==> config.mk <==
export PLATFORM = sky130hd
export DESIGN_NAME = disk_head_request_scheduler
export DESIGN_NICKNAME = d
export VERILOG_FILES = /design/src/design/dhrs_pkg.sv /design/src/design/disk_head_request_scheduler.sv
export SDC_FILE = /design/constraint.sdc
export NUM_CORES = 1
export LEC_CHECK = 0
export ABC_AREA = 1
export BUFFER_PORTS_ARGS = -buffer_cell sky130_fd_sc_hd__buf_2
export CELL_PAD_IN_SITES_DETAIL_PLACEMENT = 1
export CELL_PAD_IN_SITES_GLOBAL_PLACEMENT = 2
export CORE_UTILIZATION = 42
export CTS_CLUSTER_DIAMETER = 100
export DETAILED_ROUTE_END_ITERATION = 10
export PLACE_DENSITY = 0.76
export SLEW_MARGIN = 20
export SYNTH_ARGS = -nofsm -noshare
export SYNTH_HDL_FRONTEND = slang
export SYNTH_SLANG_ARGS = --single-unit
==> constraint.sdc <==
create_clock -name clk -period 5.23 [get_ports clk]
set_clock_uncertainty 0.1 [all_clocks]
set_input_delay 0.523 -clock clk [delete_from_list [all_inputs] [get_ports clk]]
set_output_delay 0.523 -clock clk [all_outputs]
set_load 0.02 [all_outputs]
==> src/design/dhrs_pkg.sv <==
// ----------------------------------------------------------------------------
// dhrs_pkg
// shared constants for the disk head request scheduler
// ----------------------------------------------------------------------------
`default_nettype none
package dhrs_pkg;
	localparam int QUEUE_DEPTH = 16;
	localparam int TRACK_BITS = 10;
	localparam int IDX_BITS = $clog2(QUEUE_DEPTH);
	localparam int CNT_BITS = $clog2(QUEUE_DEPTH + 1);
	localparam int TAG_BITS = 16;

	localparam logic [2:0] POL_FIFO  = 3'd0;
	localparam logic [2:0] POL_SSTF  = 3'd1;
	localparam logic [2:0] POL_LOOK  = 3'd2;
	localparam logic [2:0] POL_CLOOK = 3'd3;
	localparam logic [2:0] POL_FLOOK = 3'd4;

	localparam logic [1:0] EV_ISSUE    = 2'd0;
	localparam logic [1:0] EV_COMPLETE = 2'd1;
	localparam logic [1:0] EV_TICK_END = 2'd2;

	localparam logic [1:0] DIR_NONE = 2'd0;
	localparam logic [1:0] DIR_UP   = 2'd1;
	localparam logic [1:0] DIR_DOWN = 2'd2;
endpackage
`default_nettype wire

==> src/design/disk_head_request_scheduler.sv <==
// ----------------------------------------------------------------------------
// disk_head_request_scheduler
// tick-driven disk request queue with fifo, sstf, look, clook and flook pick
// ----------------------------------------------------------------------------
// Each input transfer is one tick and may carry one request. The queue lives
// in a 16-entry memory kept compacted in arrival order; selection scans it
// one entry per cycle through the registered read port, and removal of an
// entry shifts later entries down one at a time (read, then write). A tick
// with no issue goes through accept, completion check, select, move, tick
// end and a wait for the tick-end transfer. Each issue adds one to four
// scans of the queue, a fetch of the entry and the issue send, a compaction
// and a new completion check and select; output stalls lengthen a tick. No
// clearing pass is needed after reset. The next tick is accepted only once
// the tick-end event has been transferred out.
// ----------------------------------------------------------------------------
`default_nettype none
module disk_head_request_scheduler (
	input  wire logic                             clk,
	input  wire logic                             arst_n,
	input  wire logic                             cfg_we,
	input  wire logic [2:0]                       cfg_wdata,
	input  wire logic                             in_valid,
	output logic                                  in_stall,
	input  wire logic                             arrival_valid,
	input  wire logic [dhrs_pkg::TRACK_BITS-1:0]  arrival_track,
	input  wire logic [15:0]                      arrival_tag,
	output logic                                  out_valid,
	input  wire logic                             out_stall,
	output logic [1:0]                            event_kind,
	output logic [15:0]                           event_tag,
	output logic [dhrs_pkg::TRACK_BITS-1:0]       event_track,
	output logic [dhrs_pkg::TRACK_BITS-1:0]       head_position,
	output logic [31:0]                           event_time,
	output logic                                  busy_res,
	output logic [4:0]                            pending_count,
	output logic [31:0]                           total_movement,
	output logic                                  arrival_dropped,
	output logic                                  last_event
);
	import dhrs_pkg::*;

	localparam int EW = 1 + TRACK_BITS + TAG_BITS;
	localparam int DW = TRACK_BITS + 1;

	// sequencer states
	localparam logic [3:0] S_IDLE  = 4'd0;
	localparam logic [3:0] S_CMPL  = 4'd1;
	localparam logic [3:0] S_SEL   = 4'd2;
	localparam logic [3:0] S_SCAN  = 4'd3;
	localparam logic [3:0] S_SDONE = 4'd4;
	localparam logic [3:0] S_TAKE  = 4'd5;
	localparam logic [3:0] S_TAKE2 = 4'd6;
	localparam logic [3:0] S_SHRD  = 4'd7;
	localparam logic [3:0] S_SHWR  = 4'd8;
	localparam logic [3:0] S_MOVE  = 4'd9;
	localparam logic [3:0] S_END   = 4'd10;
	localparam logic [3:0] S_WAIT  = 4'd11;

	// scan modes
	localparam logic [2:0] M_SSTF = 3'd0;
	localparam logic [2:0] M_UP   = 3'd1;
	localparam logic [2:0] M_DOWN = 3'd2;
	localparam logic [2:0] M_MIN  = 3'd3;
	localparam logic [2:0] M_ANY  = 3'd4;

	// look scan steps
	localparam logic [1:0] L_FIRST = 2'd0;
	localparam logic [1:0] L_DOWN  = 2'd1;
	localparam logic [1:0] L_LAST  = 2'd2;

	// queue memory: {list, track, tag}
	logic [EW-1:0] mem [QUEUE_DEPTH];
	logic [EW-1:0] rd_s1;
	logic [IDX_BITS-1:0] raddr;
	logic          re;
	logic          we;
	logic [IDX_BITS-1:0] waddr;
	logic [EW-1:0] wdata;

	always_ff @(posedge clk) begin
		if (we)
			mem[waddr] <= wdata;
		if (re)
			rd_s1 <= mem[raddr];
	end

	logic [3:0]            state_q;
	logic [2:0]            policy_q;
	logic [TRACK_BITS-1:0] head_q;
	logic [1:0]            dir_q;
	logic                  act_q;
	logic [TRACK_BITS-1:0] act_trk_q;
	logic [15:0]           act_tag_q;
	logic                  serv_q;
	logic [31:0]           time_q;
	logic [31:0]           move_q;
	logic [CNT_BITS-1:0]   cnt_q;
	logic                  drop_q;

	logic [2:0]            mode_q;
	logic [1:0]            lstep_q;
	logic                  filt_q;
	logic [CNT_BITS-1:0]   scan_q;
	logic                  scan_rd_q;
	logic [IDX_BITS-1:0]   scan_idx_q;
	logic                  found_q;
	logic [IDX_BITS-1:0]   best_q;
	logic [DW-1:0]         bestd_q;
	logic [TRACK_BITS-1:0] bestt_q;
	logic [1:0]            newdir_q;
	logic [CNT_BITS-1:0]   sh_q;

	// per-entry compare on the registered read data
	logic                  e_list;
	logic [TRACK_BITS-1:0] e_trk;
	logic                  e_ok;
	logic [DW-1:0]         e_dist;
	logic                  e_better;

	assign e_list = rd_s1[EW-1];
	assign e_trk  = rd_s1[TAG_BITS +: TRACK_BITS];

	always_comb begin
		e_ok = !filt_q || (e_list == serv_q);
		e_dist = '0;
		e_better = 1'b0;
		unique case (mode_q)
			M_SSTF: begin
				e_dist = (e_trk > head_q) ? {1'b0, e_trk - head_q} : {1'b0, head_q - e_trk};
				e_better = !found_q || e_dist < bestd_q;
			end
			M_UP: begin
				e_ok = e_ok && e_trk >= head_q;
				e_dist = {1'b0, e_trk - head_q};
				e_better = !found_q || e_dist < bestd_q;
			end
			M_DOWN: begin
				e_ok = e_ok && e_trk <= head_q;
				e_dist = {1'b0, head_q - e_trk};
				e_better = !found_q || e_dist < bestd_q;
			end
			M_MIN: begin
				e_dist = {1'b0, e_trk};
				e_better = !found_q || e_dist < bestd_q;
			end
			M_ANY: begin
				e_better = !found_q;
			end
			default: begin
				e_ok = 1'b0;
			end
		endcase
	end

	// output register
	logic ev_load;
	logic [1:0] ev_kind_d;
	logic [15:0] ev_tag_d;
	logic [TRACK_BITS-1:0] ev_trk_d;
	logic ev_busy_d;
	logic [CNT_BITS-1:0] ev_cnt_d;

	assign in_stall = (state_q != S_IDLE);

	always_ff @(posedge clk or negedge arst_n) begin
		if (!arst_n)
			out_valid <= 1'b0;
		else if (ev_load)
			out_valid <= 1'b1;
		else if (!out_stall)
			out_valid <= 1'b0;
	end

	always_ff @(posedge clk) begin
		if (ev_load) begin
			event_kind      <= ev_kind_d;
			event_tag       <= ev_tag_d;
			event_track     <= ev_trk_d;
			head_position   <= head_q;
			event_time      <= time_q;
			busy_res        <= ev_busy_d;
			pending_count   <= 5'(ev_cnt_d);
			total_movement  <= move_q;
			arrival_dropped <= (ev_kind_d == EV_TICK_END) && drop_q;
			last_event      <= (ev_kind_d == EV_TICK_END);
		end
	end

	// the output register is free when empty or being drained
	logic ev_free;
	assign ev_free = !out_valid || !out_stall;

	// pending count after the issued entry leaves the queue
	logic [CNT_BITS-1:0] cnt_less;
	assign cnt_less = cnt_q - 1'b1;

	// combinational control
	always_comb begin
		re = 1'b0;
		raddr = '0;
		we = 1'b0;
		waddr = '0;
		wdata = '0;
		ev_load = 1'b0;
		ev_kind_d = EV_TICK_END;
		ev_tag_d = '0;
		ev_trk_d = '0;
		ev_busy_d = act_q;
		ev_cnt_d = cnt_q;
		unique case (state_q)
			S_IDLE: begin
				if (in_valid && arrival_valid && cnt_q < CNT_BITS'(QUEUE_DEPTH)) begin
					we = 1'b1;
					waddr = cnt_q[IDX_BITS-1:0];
					wdata = {~serv_q, arrival_track, arrival_tag};
				end
			end
			S_CMPL: begin
				if (act_q && act_trk_q == head_q && ev_free) begin
					ev_load = 1'b1;
					ev_kind_d = EV_COMPLETE;
					ev_tag_d = act_tag_q;
					ev_trk_d = act_trk_q;
					ev_busy_d = 1'b0;
				end
			end
			S_SCAN: begin
				re = scan_q < CNT_BITS'(QUEUE_DEPTH) && scan_q < cnt_q;
				raddr = scan_q[IDX_BITS-1:0];
			end
			S_TAKE: begin
				re = 1'b1;
				raddr = best_q;
			end
			S_TAKE2: begin
				if (ev_free) begin
					ev_load = 1'b1;
					ev_kind_d = EV_ISSUE;
					ev_tag_d = rd_s1[TAG_BITS-1:0];
					ev_trk_d = e_trk;
					ev_busy_d = 1'b1;
					// the issued entry no longer counts as waiting
					ev_cnt_d = cnt_less;
				end
			end
			S_SHRD: begin
				re = 1'b1;
				raddr = IDX_BITS'(sh_q + 1'b1);
			end
			S_SHWR: begin
				we = 1'b1;
				waddr = sh_q[IDX_BITS-1:0];
				wdata = rd_s1;
			end
			S_END: begin
				if (ev_free) begin
					ev_load = 1'b1;
				end
			end
			default: begin
			end
		endcase
	end

	always_ff @(posedge clk or negedge arst_n) begin
		if (!arst_n) begin
			state_q    <= S_IDLE;
			policy_q   <= POL_FIFO;
			head_q     <= '0;
			dir_q      <= DIR_NONE;
			act_q      <= 1'b0;
			act_trk_q  <= '0;
			act_tag_q  <= '0;
			serv_q     <= 1'b0;
			time_q     <= '0;
			move_q     <= '0;
			cnt_q      <= '0;
			drop_q     <= 1'b0;
			mode_q     <= M_ANY;
			lstep_q    <= L_FIRST;
			filt_q     <= 1'b0;
			scan_q     <= '0;
			scan_rd_q  <= 1'b0;
			scan_idx_q <= '0;
			found_q    <= 1'b0;
			best_q     <= '0;
			bestd_q    <= '0;
			bestt_q    <= '0;
			newdir_q   <= DIR_NONE;
			sh_q       <= '0;
		end else begin
			if (cfg_we)
				policy_q <= cfg_wdata;
			unique case (state_q)
				S_IDLE: begin
					if (in_valid) begin
						drop_q <= arrival_valid && cnt_q == CNT_BITS'(QUEUE_DEPTH);
						if (arrival_valid && cnt_q < CNT_BITS'(QUEUE_DEPTH))
							cnt_q <= cnt_q + 1'b1;
						state_q <= S_CMPL;
					end
				end
				S_CMPL: begin
					if (act_q && act_trk_q == head_q) begin
						if (ev_free) begin
							act_q <= 1'b0;
							state_q <= S_SEL;
						end
					end else begin
						state_q <= S_SEL;
					end
				end
				S_SEL: begin
					// start a scan for the current policy, unless a request is active or the queue is empty
					scan_q <= '0;
					scan_rd_q <= 1'b0;
					found_q <= 1'b0;
					lstep_q <= L_FIRST;
					filt_q <= 1'b0;
					if (act_q || cnt_q == '0) begin
						state_q <= S_MOVE;
					end else begin
						state_q <= S_SCAN;
						priority case (policy_q)
							POL_SSTF:  mode_q <= M_SSTF;
							POL_LOOK:  mode_q <= (dir_q == DIR_DOWN) ? M_DOWN : M_UP;
							POL_CLOOK: mode_q <= M_UP;
							POL_FLOOK: begin
								// first pass checks whether the serving list is empty
								mode_q <= M_ANY;
								filt_q <= 1'b1;
							end
							default:   mode_q <= M_ANY;
						endcase
						if (policy_q == POL_LOOK && dir_q == DIR_DOWN)
							lstep_q <= L_DOWN;
					end
				end
				S_SCAN: begin
					scan_rd_q <= re;
					scan_idx_q <= scan_q[IDX_BITS-1:0];
					if (scan_rd_q && e_ok && e_better) begin
						found_q <= 1'b1;
						best_q <= scan_idx_q;
						bestd_q <= e_dist;
						bestt_q <= e_trk;
					end
					if (re)
						scan_q <= scan_q + 1'b1;
					else if (!scan_rd_q)
						state_q <= S_SDONE;
				end
				S_SDONE: begin
					scan_q <= '0;
					scan_rd_q <= 1'b0;
					found_q <= 1'b0;
					state_q <= S_SCAN;
					priority if (policy_q == POL_SSTF) begin
						newdir_q <= (bestt_q > head_q) ? DIR_UP : DIR_DOWN;
						state_q <= S_TAKE;
					end else if (policy_q == POL_CLOOK) begin
						if (found_q && mode_q == M_UP) begin
							newdir_q <= DIR_UP;
							state_q <= S_TAKE;
						end else if (mode_q == M_UP) begin
							mode_q <= M_MIN;
						end else begin
							newdir_q <= DIR_DOWN;
							state_q <= S_TAKE;
						end
					end else if (policy_q == POL_LOOK
						|| (policy_q == POL_FLOOK && mode_q != M_ANY)) begin
						if (found_q) begin
							newdir_q <= (lstep_q == L_DOWN) ? DIR_DOWN : DIR_UP;
							state_q <= S_TAKE;
						end else if (lstep_q == L_FIRST) begin
							lstep_q <= L_DOWN;
							mode_q <= M_DOWN;
						end else if (lstep_q == L_DOWN) begin
							lstep_q <= L_LAST;
							mode_q <= M_UP;
						end else begin
							// nothing eligible: direction still turns up
							dir_q <= DIR_UP;
							state_q <= S_MOVE;
						end
					end else if (policy_q == POL_FLOOK) begin
						// list emptiness check done
						if (!found_q)
							serv_q <= ~serv_q;
						if (dir_q == DIR_DOWN) begin
							lstep_q <= L_DOWN;
							mode_q <= M_DOWN;
						end else begin
							lstep_q <= L_FIRST;
							mode_q <= M_UP;
						end
					end else begin
						// fifo and unused codes: entry 0
						best_q <= '0;
						newdir_q <= (bestt_q > head_q) ? DIR_UP : DIR_DOWN;
						state_q <= S_TAKE;
					end
				end
				S_TAKE: begin
					state_q <= S_TAKE2;
				end
				S_TAKE2: begin
					if (ev_free) begin
						act_q <= 1'b1;
						act_trk_q <= e_trk;
						act_tag_q <= rd_s1[TAG_BITS-1:0];
						dir_q <= newdir_q;
						cnt_q <= cnt_less;
						sh_q <= CNT_BITS'(best_q);
						state_q <= S_SHRD;
					end
				end
				S_SHRD: begin
					// cnt_q is already reduced: move entries best+1..cnt down into best..cnt-1
					if (sh_q >= cnt_q)
						state_q <= S_CMPL;
					else
						state_q <= S_SHWR;
				end
				S_SHWR: begin
					sh_q <= sh_q + 1'b1;
					state_q <= S_SHRD;
				end
				S_MOVE: begin
					if (act_q && dir_q == DIR_UP) begin
						head_q <= head_q + 1'b1;
						move_q <= move_q + 1'b1;
					end else if (act_q && dir_q == DIR_DOWN) begin
						head_q <= head_q - 1'b1;
						move_q <= move_q + 1'b1;
					end
					state_q <= S_END;
				end
				S_END: begin
					if (ev_free) begin
						time_q <= time_q + 1'b1;
						state_q <= S_WAIT;
					end
				end
				S_WAIT: begin
					if (ev_free)
						state_q <= S_IDLE;
				end
				default: state_q <= S_IDLE;
			endcase
		end
	end

`ifndef ASSERT_OFF
	a_cnt_range: assert property (@(posedge clk) disable iff (!arst_n)
		cnt_q <= CNT_BITS'(QUEUE_DEPTH))
		else $error("pending count out of range");
	a_no_in_busy: assert property (@(posedge clk) disable iff (!arst_n)
		(state_q != S_IDLE) |-> in_stall)
		else $error("input taken while busy");
	a_issue_busy: assert property (@(posedge clk) disable iff (!arst_n)
		(state_q == S_TAKE2 && ev_free) |=> act_q)
		else $error("issue did not set active request");
	a_end_last: assert property (@(posedge clk) disable iff (!arst_n)
		(out_valid && last_event) |-> event_kind == EV_TICK_END)
		else $error("last flag on a non tick-end event");
	a_one_write: assert property (@(posedge clk) disable iff (!arst_n)
		we |-> (state_q == S_IDLE || state_q == S_SHWR))
		else $error("queue written outside arrival or compaction");
`endif
endmodule
`default_nettype wire

# Word level (Yosys, flattened, before mapping)
# Memory sizes are Yosys's and may differ from the RTL's. A register that Yosys moved wholly into a read port is not among the register bits.
# Index checks and enable logic that the tools add are counted.
[totals]
ff_bits = 277
mem_bits_rw = 432
in_bits = 35
latch_bits = 0
n_memories = 1
rom_bits = 0
[op_classes]
bitwise = 5
n_lt_le_gt_ge = 12
shift = 0
n_addsub = 10
multipliers = 0
div_mod_pow = 0
eq_ne = 60
n_mux = 119
n_reduce_logical = 63
[memory_table]
columns = ["memory", "words", "width", "read_ports", "rd_ports_with_merged_regs", "write_ports", "line_no", "rtl"]
rows = [
  ["mem", 16, 27, 1, 1, 1, "disk_head_request_scheduler.sv:72", "logic [EW-1:0] mem [QUEUE_DEPTH];"],
]
[ops]
columns = ["cell", "n"]
rows = [
  ["$mux W4", 22],
  ["$add A32 B1 Y32 const B", 2],
  ["$mux W32", 2],
  ["$pmux W27 S2", 1],
  ["$mux W2", 26],
  ["$mux W10", 5],
  ["$pmux W4 S12", 1],
  ["$lt A10 B11 Y1", 4],
  ["$ne A2 B2 Y1 const B", 20],
  ["$pmux W10 S4", 1],
  ["$mux W3", 13],
  ["$mux W16", 2],
  ["$pmux W16 S2", 1],
  ["$mux W5", 6],
  ["$pmux W5 S2", 3],
  ["$mux W27", 1],
  ["$gt A10 B10 Y1", 2],
  ["$pmux W10 S2", 1],
  ["$sub A10 B10 Y10", 2],
  ["$ne A3 B3 Y1 const B", 6],
  ["$reduce_and A6 Y1", 3],
  ["$logic_and A1 B1 Y1", 17],
  ["$mux W1", 17],
  ["$eq A4 B3 Y1 const B", 4],
  ["other kinds (48)", 107],
]

# Depth between registers and ports, before layout
# Gate-level depths: netlist of run 1.
[depth]
ltp_word = 8
mapped_depth = 27
depth_no_buf = 26

# Worst setup path after synthesis of run 1
# OpenSTA, ideal clock, no wires.
[synth_timing]
path_type = "register to register"
start = "register state_q[0]"
end = "memory mem[0][0] (netlist name), enable pin"
n_path_buf = 1
setup_ns = 0.479
arrival_time_ns = 4.064
path_stages_with_launch = 9
required_time_ns = 4.651
path_slack_ns = 0.587
cell_sequence = "dfrtp_1 > nor2_1 > inv_2 > nor2_1 > nand3_1 > nor2_2 > buf_2 > nor2_1 > nor4_1"
[synth_between]
elab_chain_cells = 4
[synth_lines]
columns = ["item", "line_no", "rtl"]
rows = [
  ["start, declared", "disk_head_request_scheduler.sv:87", "logic [3:0] state_q;"],
  ["start signal, assigned", "disk_head_request_scheduler.sv:267", "state_q <= S_IDLE;"],
  ["start signal, assigned", "disk_head_request_scheduler.sv:300", "state_q <= S_CMPL;"],
  ["start signal, assigned", "disk_head_request_scheduler.sv:307", "state_q <= S_SEL;"],
  ["$eq A4 B4 Y1 or $logic_not A4 Y1 (tied branches)", "disk_head_request_scheduler.sv:210", "unique case (state_q)"],
  ["$pmux W1 S2", "disk_head_request_scheduler.sv:210", ""],
  ["$mux W1", "disk_head_request_scheduler.sv:81", "if (we)"],
  ["$mux W1 (implied by the code)", "disk_head_request_scheduler.sv:82", "mem[waddr] <= wdata;"],
  ["end, declared", "disk_head_request_scheduler.sv:72", ""],
]
# Several ways; a longest one is shown, not always the timed one.

# Final worst setup path of run 1
[layout_timing]
start = "register head_q[0]"
end = "register bestt_q[7]"
[layout_between]
elab_chain_cells = 7
[layout_lines]
columns = ["item", "line_no", "rtl"]
rows = [
  ["start, declared", "disk_head_request_scheduler.sv:89", "logic [TRACK_BITS-1:0] head_q;"],
  ["start signal, assigned", "disk_head_request_scheduler.sv:432", "head_q <= head_q + 1'b1;"],
  ["start signal, assigned", "disk_head_request_scheduler.sv:435", "head_q <= head_q - 1'b1;"],
  ["$sub A10 B10 Y10 (tied with other cells)", "disk_head_request_scheduler.sv:129, disk_head_request_scheduler.sv:139", ""],
  ["$mux W10", "disk_head_request_scheduler.sv:129", "e_dist = (e_trk > head_q) ? {1'b0, e_trk - head_q} : {1'b0, head_q - e_trk};"],
  ["$lt A10 B11 Y1", "disk_head_request_scheduler.sv:130", "e_better = !found_q || e_dist < bestd_q;"],
  ["$logic_or A1 B1 Y1", "disk_head_request_scheduler.sv:130", ""],
  ["$pmux W1 S5", "disk_head_request_scheduler.sv:127", "unique case (mode_q)"],
  ["$logic_and A1 B1 Y1 *", "disk_head_request_scheduler.sv:342", "if (scan_rd_q && e_ok && e_better) begin"],
  ["$reduce_and A2 Y1 (no source line) *", "--", ""],
  ["end signal, assigned", "disk_head_request_scheduler.sv:346", "bestt_q <= e_trk;"],
  ["end, declared", "disk_head_request_scheduler.sv:109", "logic [TRACK_BITS-1:0] bestt_q;"],
]
# Mark *: on every way between the ends. The rest lies on a longest branch, timed or not.
# A chain may end at the register's enable or synchronous reset.

==> summary.txt, run 1 <==
Status
  – Status: completed

Run
  – Max-capacitance violation count: 0

Clocking
  – Post-CTS resize count: 0
  – Root Driver: clkbuf_16
  – Number of buffers on the longest clock path: 3
  – Clock sink total: 735
  – H-tree level count: 3
  – Clock edge transition at the registers on the reported setup and hold paths: 0.06 ns
  – Clock latency of the later-clocked register in the worst-skew pair: 0.65 ns
  – CTS tree: done
  – Number of buffers created by CTS: 82
  – Buffers inserted by post-CTS timing repair: 0
  – # hold bufs at CTS: 1

Global route
  – Total congestion overflow: 0
  – Via count of the first global-routing pass: 24,545
  – Antenna violations before repair: 0
  – Maximum number of pins on one net before global-route repair: 198
  – Total GRT Usage: 0.247
  – First-pass GRT wire length: 152,000 um

Detailed routing
  – Iteration-0 DRC count of the detailed router: 1,412
  – Drt first pass iters: 5
  – Routed wire per std cell: 23.6 um
  – Total Wirelength: 98,900 um
  – Remaining routing DRC violations: 0
  – Antenna-violating nets left: 0
  – Vias/cell: 5.51
  – Number of vias after detailed routing: 23,083

Power
  – Leak pwr: 14.8 nW
  – Switching pwr: 7.52 mW
  – Combinational group share of total power: 0.332
  – Sw frac: 0.373
  – Fraction of power consumed by the clock network: 0.287
  – Total power consumption of the routed design: 20.2 mW
  – Power density cells: 528 nW/um^2
  – Seq pwr share: 0.381
  – IR drop worst, VDD: 0.323 mV
  – Internal Pwr Total: 12.6 mW

Timing
  – Pin slew with the least headroom to its limit: 0.992 ns
  – Final-layout worst hold slack: 0.0357 ns
  – Final setup violation count: 0
  – Highest Clock Rate: 221 MHz
  – Minimum clock period: 4.53 ns
  – Hold violation count in the final report: 0
  – Setup TNS after final layout: 0 ns
  – Pins over their slew limit: 0
  – Unrepaired setup endpoints after global routing: false
  – Final worst path period share: 0.866
  – Headroom to the max-slew limit: 0.335

Worst setup path
  – Crit path max-delay cell type: dfrtp_1
  – CP Data Required Time: 5.61 ns
  – Slowest cell delay on critical path: 0.58 ns
  – Worst-path maximum fanout: 24
  – Ordered list of cells on the worst path: inv_1 -> ha_1 -> fa_1 -> o21ai_0 -> nand2_1 -> nand2_1 -> nand2_1 -> nand2_1 -> nand2_1 -> and2_1 -> ha_1 -> a21oi_1 -> nor2_1 -> a211oi_1 -> o21ai_0 -> nand2_1 -> nand4_2 -> nand2_1 -> o21ai_1
  – Crit path capture type: flip-flop
  – Worst endpoint data arrival time: 4.91 ns
  – Crit path top cell by count: nand2_1
  – Category of the worst setup path launch point: flip-flop
  – Class of the most critical setup path: flip-flop to flip-flop

Placement
  – Gp weighted congestion: 0.879
  – Cell Count Post-Placement: 4,037
  – Number of buffers inserted by port buffering: 146
  – Dpl hpwl: 63,200 um

Floorplanning
  – Total core area: 78,900 um^2
  – Die Height: 284 um
  – Boundary pin count: 147
  – Die area: 80,800 um^2
  – # rows: 103
  – Chip width: 284 um
  – Starting Density: 0.424

Synth
  – Number of flip-flops and latches in the synthesized netlist: 735
  – Post-Syn Area per Cell: 11.5 um^2
  – Synth area leader: edfxtp_1
  – Post-Syn Instances: 2,900
  – Top cells by count, synth: edfxtp_1 (569), nand2_1 (424), nand3_1 (241), inv_1 (226), o211ai_1 (223)
  – Total of warnings raised by yosys: 0
  – Async set or reset register ratio after synthesis: 0.226
  – Cell variety after synth: 65
  – Count of flip-flops with a built-in enable after synthesis: 569
  – Synth top area cells: edfxtp_1 (51%), dfrtp_1 (12%), o211ai_1 (5.0%)
  – Post-synthesis sequential area ratio: 0.635
  – Area of the mapped netlist: 33,400 um^2
  – Synth Net Count: 3,026
  – Top flip-flop cell by instance count after synthesis: edfxtp_1
  – Most used standard cell by instance count after synthesis: edfxtp_1
  – Fraction of post-synthesis cell area in the top cell type by area: 0.511

Final layout
  – Area Overhead vs Synth: 14.2%
  – Post-route non-filler standard cell count: 4,187
  – Ratio of cells with drive above 1 in the final layout: 0.157
  – Post-layout net count: 3,198
  – Fillers: 8,370
  – Core occupancy in the finished layout: 0.485
  – # diodes: 0

Worst hold path
  – Path class of the lowest-slack min-delay path: primary input to flip-flop
metal layers:
metal  vias to the layer above  GRT usage  part of all wire
li1                      10631          -                 -
met1                     11752      0.335              0.45
met2                       526      0.406              0.48
met3                       174     0.0342             0.042
met4                         0     0.0845             0.031
met5                         -          0                 0
layout make-up:
| class | count | area [um^2] | share of cell area |
|---|---|---|---|
| sequential | 735 | 21200 | 0.556 |
| clock buffer | 103 | 2190 | 0.0574 |
| clock inverter | 46 | 494 | 0.0129 |
| inverter | 240 | 910 | 0.0238 |
| tap | 1050 | 1310 | 0.0344 |
| timing repair buffer | 200 | 1190 | 0.0310 |
| multi-input combinational | 1813 | 10900 | 0.285 |
path summary, 6_finish.rpt:
kind	start	endpoint	slack, ns	cells after the start
setup reg to reg	head_q[0]$_DFFE_PN0P_	bestt_q[7]$_DFFE_PN0P_	0.70	19
hold / removal	cfg_wdata[2]	policy_q[2]$_DFFE_PN0P_	0.04	3
hold reg to reg	move_q[31]$_DFFE_PN0P_	total_movement[31]$_DFFE_PP_	0.35	0
setup / recovery	head_q[0]$_DFFE_PN0P_	bestt_q[7]$_DFFE_PN0P_	0.70	19
max in group asynchronous	arst_n	bestt_q[3]$_DFFE_PN0P_	3.34	3
min in group asynchronous	arst_n	time_q[23]$_DFFE_PN0P_	0.44	2
cells by family (layout without fill, tap and decap cells):
logic type / count (synthesis) / in the layout / synth area share
flip-flops: 735 / 735 / 0.635
adder cells (fa/ha/maj): 91 / 91 / 0.0347
multiplexers: 1 / 1 / 0.000299
AND/OR/NAND/NOR: 1141 / 1141 / 0.167
buffers and inverters: 352 / 589 / 0.0444
AO/OA/AOI/OAI: 495 / 495 / 0.0962
XOR/XNOR: 85 / 85 / 0.0223
sequential cells by signal (all words and copies together) (netlist names), 10 cells and up:
name,flops
bestd_q,10
bestt_q,10
move_q,32
total_movement,32
event_time,32
act_tag_q,16
head_position,10
mem,432
head_q,10
event_track,10
event_tag,16
time_q,32
rd_s1,27
act_trk_q,10
cell usage in the layout, fill, tap and decap left out, drive strengths merged, types with 4 or more instances in the layout:
cell type and count:
edfxtp 569, xor2 62, or2 216, ha 88
clkinv 34, bufinv 7, nand2 440, clkinvlp 4
nor3 40, o21bai 7, and2 4, o22ai 13
o21ai 145, clkbuf 103, a21o 4, nor2 159
nand4 23, a22o 17, a21oi 65, inv 241
buf 199, nand3 245, o211ai 223, xnor2 23
dfrtp 165, nor4 9
metrics by stage:
stage               setup slack [ns]  instance area [um^2]
finish                         0.702                 38200
global route                   0.300                 38200
CTS                            0.735                 38200
detailed placement             0.777                 35500
global placement               0.843                 35500
floorplan                      0.587                 33400
power by group through the flow:
stage               clock network (mW)  registers, mW  logic, mW
CTS                               5.92           7.68       6.73
global route                      6.14           7.75       7.52
finish                            5.79           7.68       6.69
floorplan                            0           7.79       4.39
global placement                     0           7.76       6.50
detailed placement                   0           7.79       6.68
worst max-delay path, delay by kind of cell, from the launching register on:
family                     cells  cell delay (ns)
and+or+nand+nor               10             1.68
buffers and inverters          1             0.13
adders and majority gates      3             0.92
DFF                            1             0.58
AOI/OAI and AO/OA              5             0.95
No activity file was read; power rests on OpenSTA's default activity.
==> run 2: changes to the inputs <==
Settings changed: BUFFER_PORTS_ARGS -buffer_cell sky130_fd_sc_hd__buf_2 to default, CORE_MARGIN from default to 2, CORE_UTILIZATION 42 to 44, CTS_CLUSTER_SIZE from default to 10, DONT_BUFFER_PORTS from default to 1, PLACE_DENSITY 0.76 to 0.77.
==> run 2 against run 1 <==
First-iteration DRC count increased by 7.8%. Global-route usage rose by 0.087 points. Design area shrank 2.8%. Critical path depth unchanged. Highest routed layer unchanged. Critical path type unchanged. Routed wire length shrank 2.6%.
==> summary.txt, run 2 (synthesis results as in run 1) <==
Worst setup path
  – Register-to-register setup slack: 0.80 ns
  – Slowest cell delay on critical path: 0.55 ns
  – Category of the worst setup path launch point: flip-flop
  – Worst-path maximum fanout: 24
  – Kind of cell adding the most delay to the critical path: simple AND/OR/NAND/NOR gates
  – Launch point of the worst reg-to-reg path: head_q[0]$_DFFE_PN0P_
  – RR Endpoint: bestt_q[2]$_DFFE_PN0P_
  – Crit path max-delay cell type: dfrtp_1
  – Crit path capture type: flip-flop
  – Class of the most critical setup path: flip-flop to flip-flop
  – Worst setup path startpoint: head_q[0]$_DFFE_PN0P_
  – Number of cells on the critical path: 19
  – Worst endpoint data arrival time: 4.82 ns
  – CP Data Required Time: 5.63 ns
  – Crit path top cell by count: nand2_1
  – Capturing instance or port of the critical path: bestt_q[2]$_DFFE_PN0P_
  – Ordered list of cells on the worst path: inv_1 -> ha_1 -> fa_1 -> o21ai_0 -> nand2_1 -> nand2_1 -> nand2_1 -> nand2_1 -> nand2_1 -> and2_1 -> ha_1 -> a21oi_1 -> nor2_1 -> a211oi_1 -> o21ai_0 -> nand2_1 -> nand4_2 -> nand2_1 -> o21ai_1
  – Reg2Reg Depth: 19
  – Buf/Inv on CP: 1

Status
  – Status: completed

Final layout
  – Most common cell after layout, fill and taps aside: edfxtp_1
  – Core occupancy in the finished layout: 0.491
  – Final non-filler cell area: 37,100 um^2
  – Top library cells by usage in the layout, fill and taps aside: edfxtp_1 (569), nand2_1 (423), nand3_1 (241)
  – Post-route non-filler standard cell count: 3,951
  – Post-layout net count: 3,051
  – Fillers: 7,889
  – Register containing the most flip-flops in the final layout: mem
  – Area Overhead vs Synth: 11.0%
  – Number of flip-flops in the largest register: 432
  – Ratio of cells with drive above 1 in the final layout: 0.106

Power
  – Seq pwr share: 0.405
  – IR drop worst, VDD: 0.305 mV
  – Switching pwr: 7.29 mW
  – Internal Pwr Total: 12.2 mW
  – Combinational group share of total power: 0.325
  – Leak pwr: 14.1 nW
  – Sw frac: 0.375
  – Fraction of power consumed by the clock network: 0.270
  – Power density cells: 524 nW/um^2
  – Total power consumption of the routed design: 19.4 mW

Detailed routing
  – Vias/cell: 5.70
  – Remaining routing DRC violations: 0
  – Routed wire per std cell: 24.4 um
  – Number of vias after detailed routing: 22,504
  – Drt first pass iters: 5
  – Total Wirelength: 96,300 um
  – Iteration-0 DRC count of the detailed router: 1,522
  – Antenna-violating nets left: 0

Placement
  – Gp weighted congestion: 0.883
  – Dpl hpwl: 60,600 um
  – Number of buffers inserted by port buffering: 0
  – Placed cell area: 34,700 um^2
  – Cell Count Post-Placement: 3,812

Clocking
  – Number of buffers created by CTS: 83
  – Clock edge transition at the registers on the reported setup and hold paths: 0.06 ns
  – CTS tree: done
  – Post-CTS resize count: 0
  – Root Driver: clkbuf_16
  – # hold bufs at CTS: 6
  – Clock sink total: 735
  – Buffers inserted by post-CTS timing repair: 0
  – Number of buffers on the longest clock path: 3
  – Clock latency of the later-clocked register in the worst-skew pair: 0.65 ns
  – H-tree level count: 3

Timing
  – Highest Clock Rate: 226 MHz
  – Final setup violation count: 0
  – Minimum clock period: 4.43 ns
  – Pin slew with the least headroom to its limit: 1.03 ns
  – Hold violation count in the final report: 0
  – Pins over their slew limit: 0
  – Headroom to the max-slew limit: 0.315
  – Unrepaired setup endpoints after global routing: false
  – Setup TNS after final layout: 0 ns
  – Final worst path period share: 0.846

Global route
  – First-pass GRT wire length: 146,000 um
  – Total GRT Usage: 0.248
  – Total congestion overflow: 0
  – Maximum number of pins on one net before global-route repair: 167
  – Antenna violations before repair: 3
  – Via count of the first global-routing pass: 23,670

Worst hold path
  – Path class of the lowest-slack min-delay path: primary input to flip-flop

Run
  – Max-capacitance violation count: 0

Floorplanning
  – Chip width: 280 um
  – Starting Density: 0.443
  – Die Height: 280 um
  – Boundary pin count: 147
  – Die area: 78,200 um^2
  – # rows: 101
  – Total core area: 75,600 um^2
## run 2: cell count changes in the layout (fill, tap and decap cells not counted), sizes merged, moves of 3 or more
| cell | previous run | this run |
|---|---|---|
| buf | 199 | 47 |
| clkinv | 34 | 8 |
| clkbuf | 103 | 124 |
| bufinv | 7 | 0 |
| dlygate4sd3 | 1 | 5 |
| clkinvlp | 4 | 1 |
## run 2: routing by layer
layer / global-route usage / share of wire / vias to the layer above
li1: - / - / 10299
met1: 0.334 / 0.44 / 11551
met2: 0.418 / 0.49 / 491
met3: 0.0291 / 0.040 / 163
met4: 0.0812 / 0.032 / 0
met5: 0 / 0 / -
## run 2: worst min-delay path by stage
stage	cells after the start	slack (ns)	startpoint	endpoint
finish	2	0.05	in_valid	drop_q$_DFFE_PN0P_
floorplan	0	0.13	arst_n	act_q$_DFFE_PN0P_
global placement	0	0.13	arst_n	time_q[31]$_DFFE_PN0P_
detailed placement	0	0.13	arst_n	time_q[31]$_DFFE_PN0P_
CTS	2	0.02	in_valid	drop_q$_DFFE_PN0P_
global route	2	0.06	in_valid	drop_q$_DFFE_PN0P_
## run 2: power groups by stage
stage | clock network (mW) | registers [mW] | logic [mW]
final | 5.26 | 7.87 | 6.32
after global routing | 5.57 | 7.95 | 7.15
after CTS | 5.37 | 7.87 | 6.37
after detailed placement | 0 | 7.99 | 6.28
after global placement | 0 | 7.95 | 6.09
after floorplan | 0 | 7.79 | 4.39
## run 2: stage by stage
step,worst slack [ns],hold WS [ns]
after CTS,0.767,0.0230
final,0.804,0.0470
after detailed placement,0.779,0.132
after global placement,0.841,0.132
after global routing,0.291,0.0553
after floorplan,0.587,0.127
## run 2: cell type report
type,count,area (um^2),area share
Sequential cell,735,21200,0.572
Multi-Input combinational cell,1813,10900,0.293
Clock buffer,124,2230,0.0601
Tap cell,978,1220,0.0330
Inverter,240,910,0.0245
Timing Repair Buffer,52,485,0.0131
Clock inverter,8,155,0.00418
Antenna cell,1,2.50,0.0000674
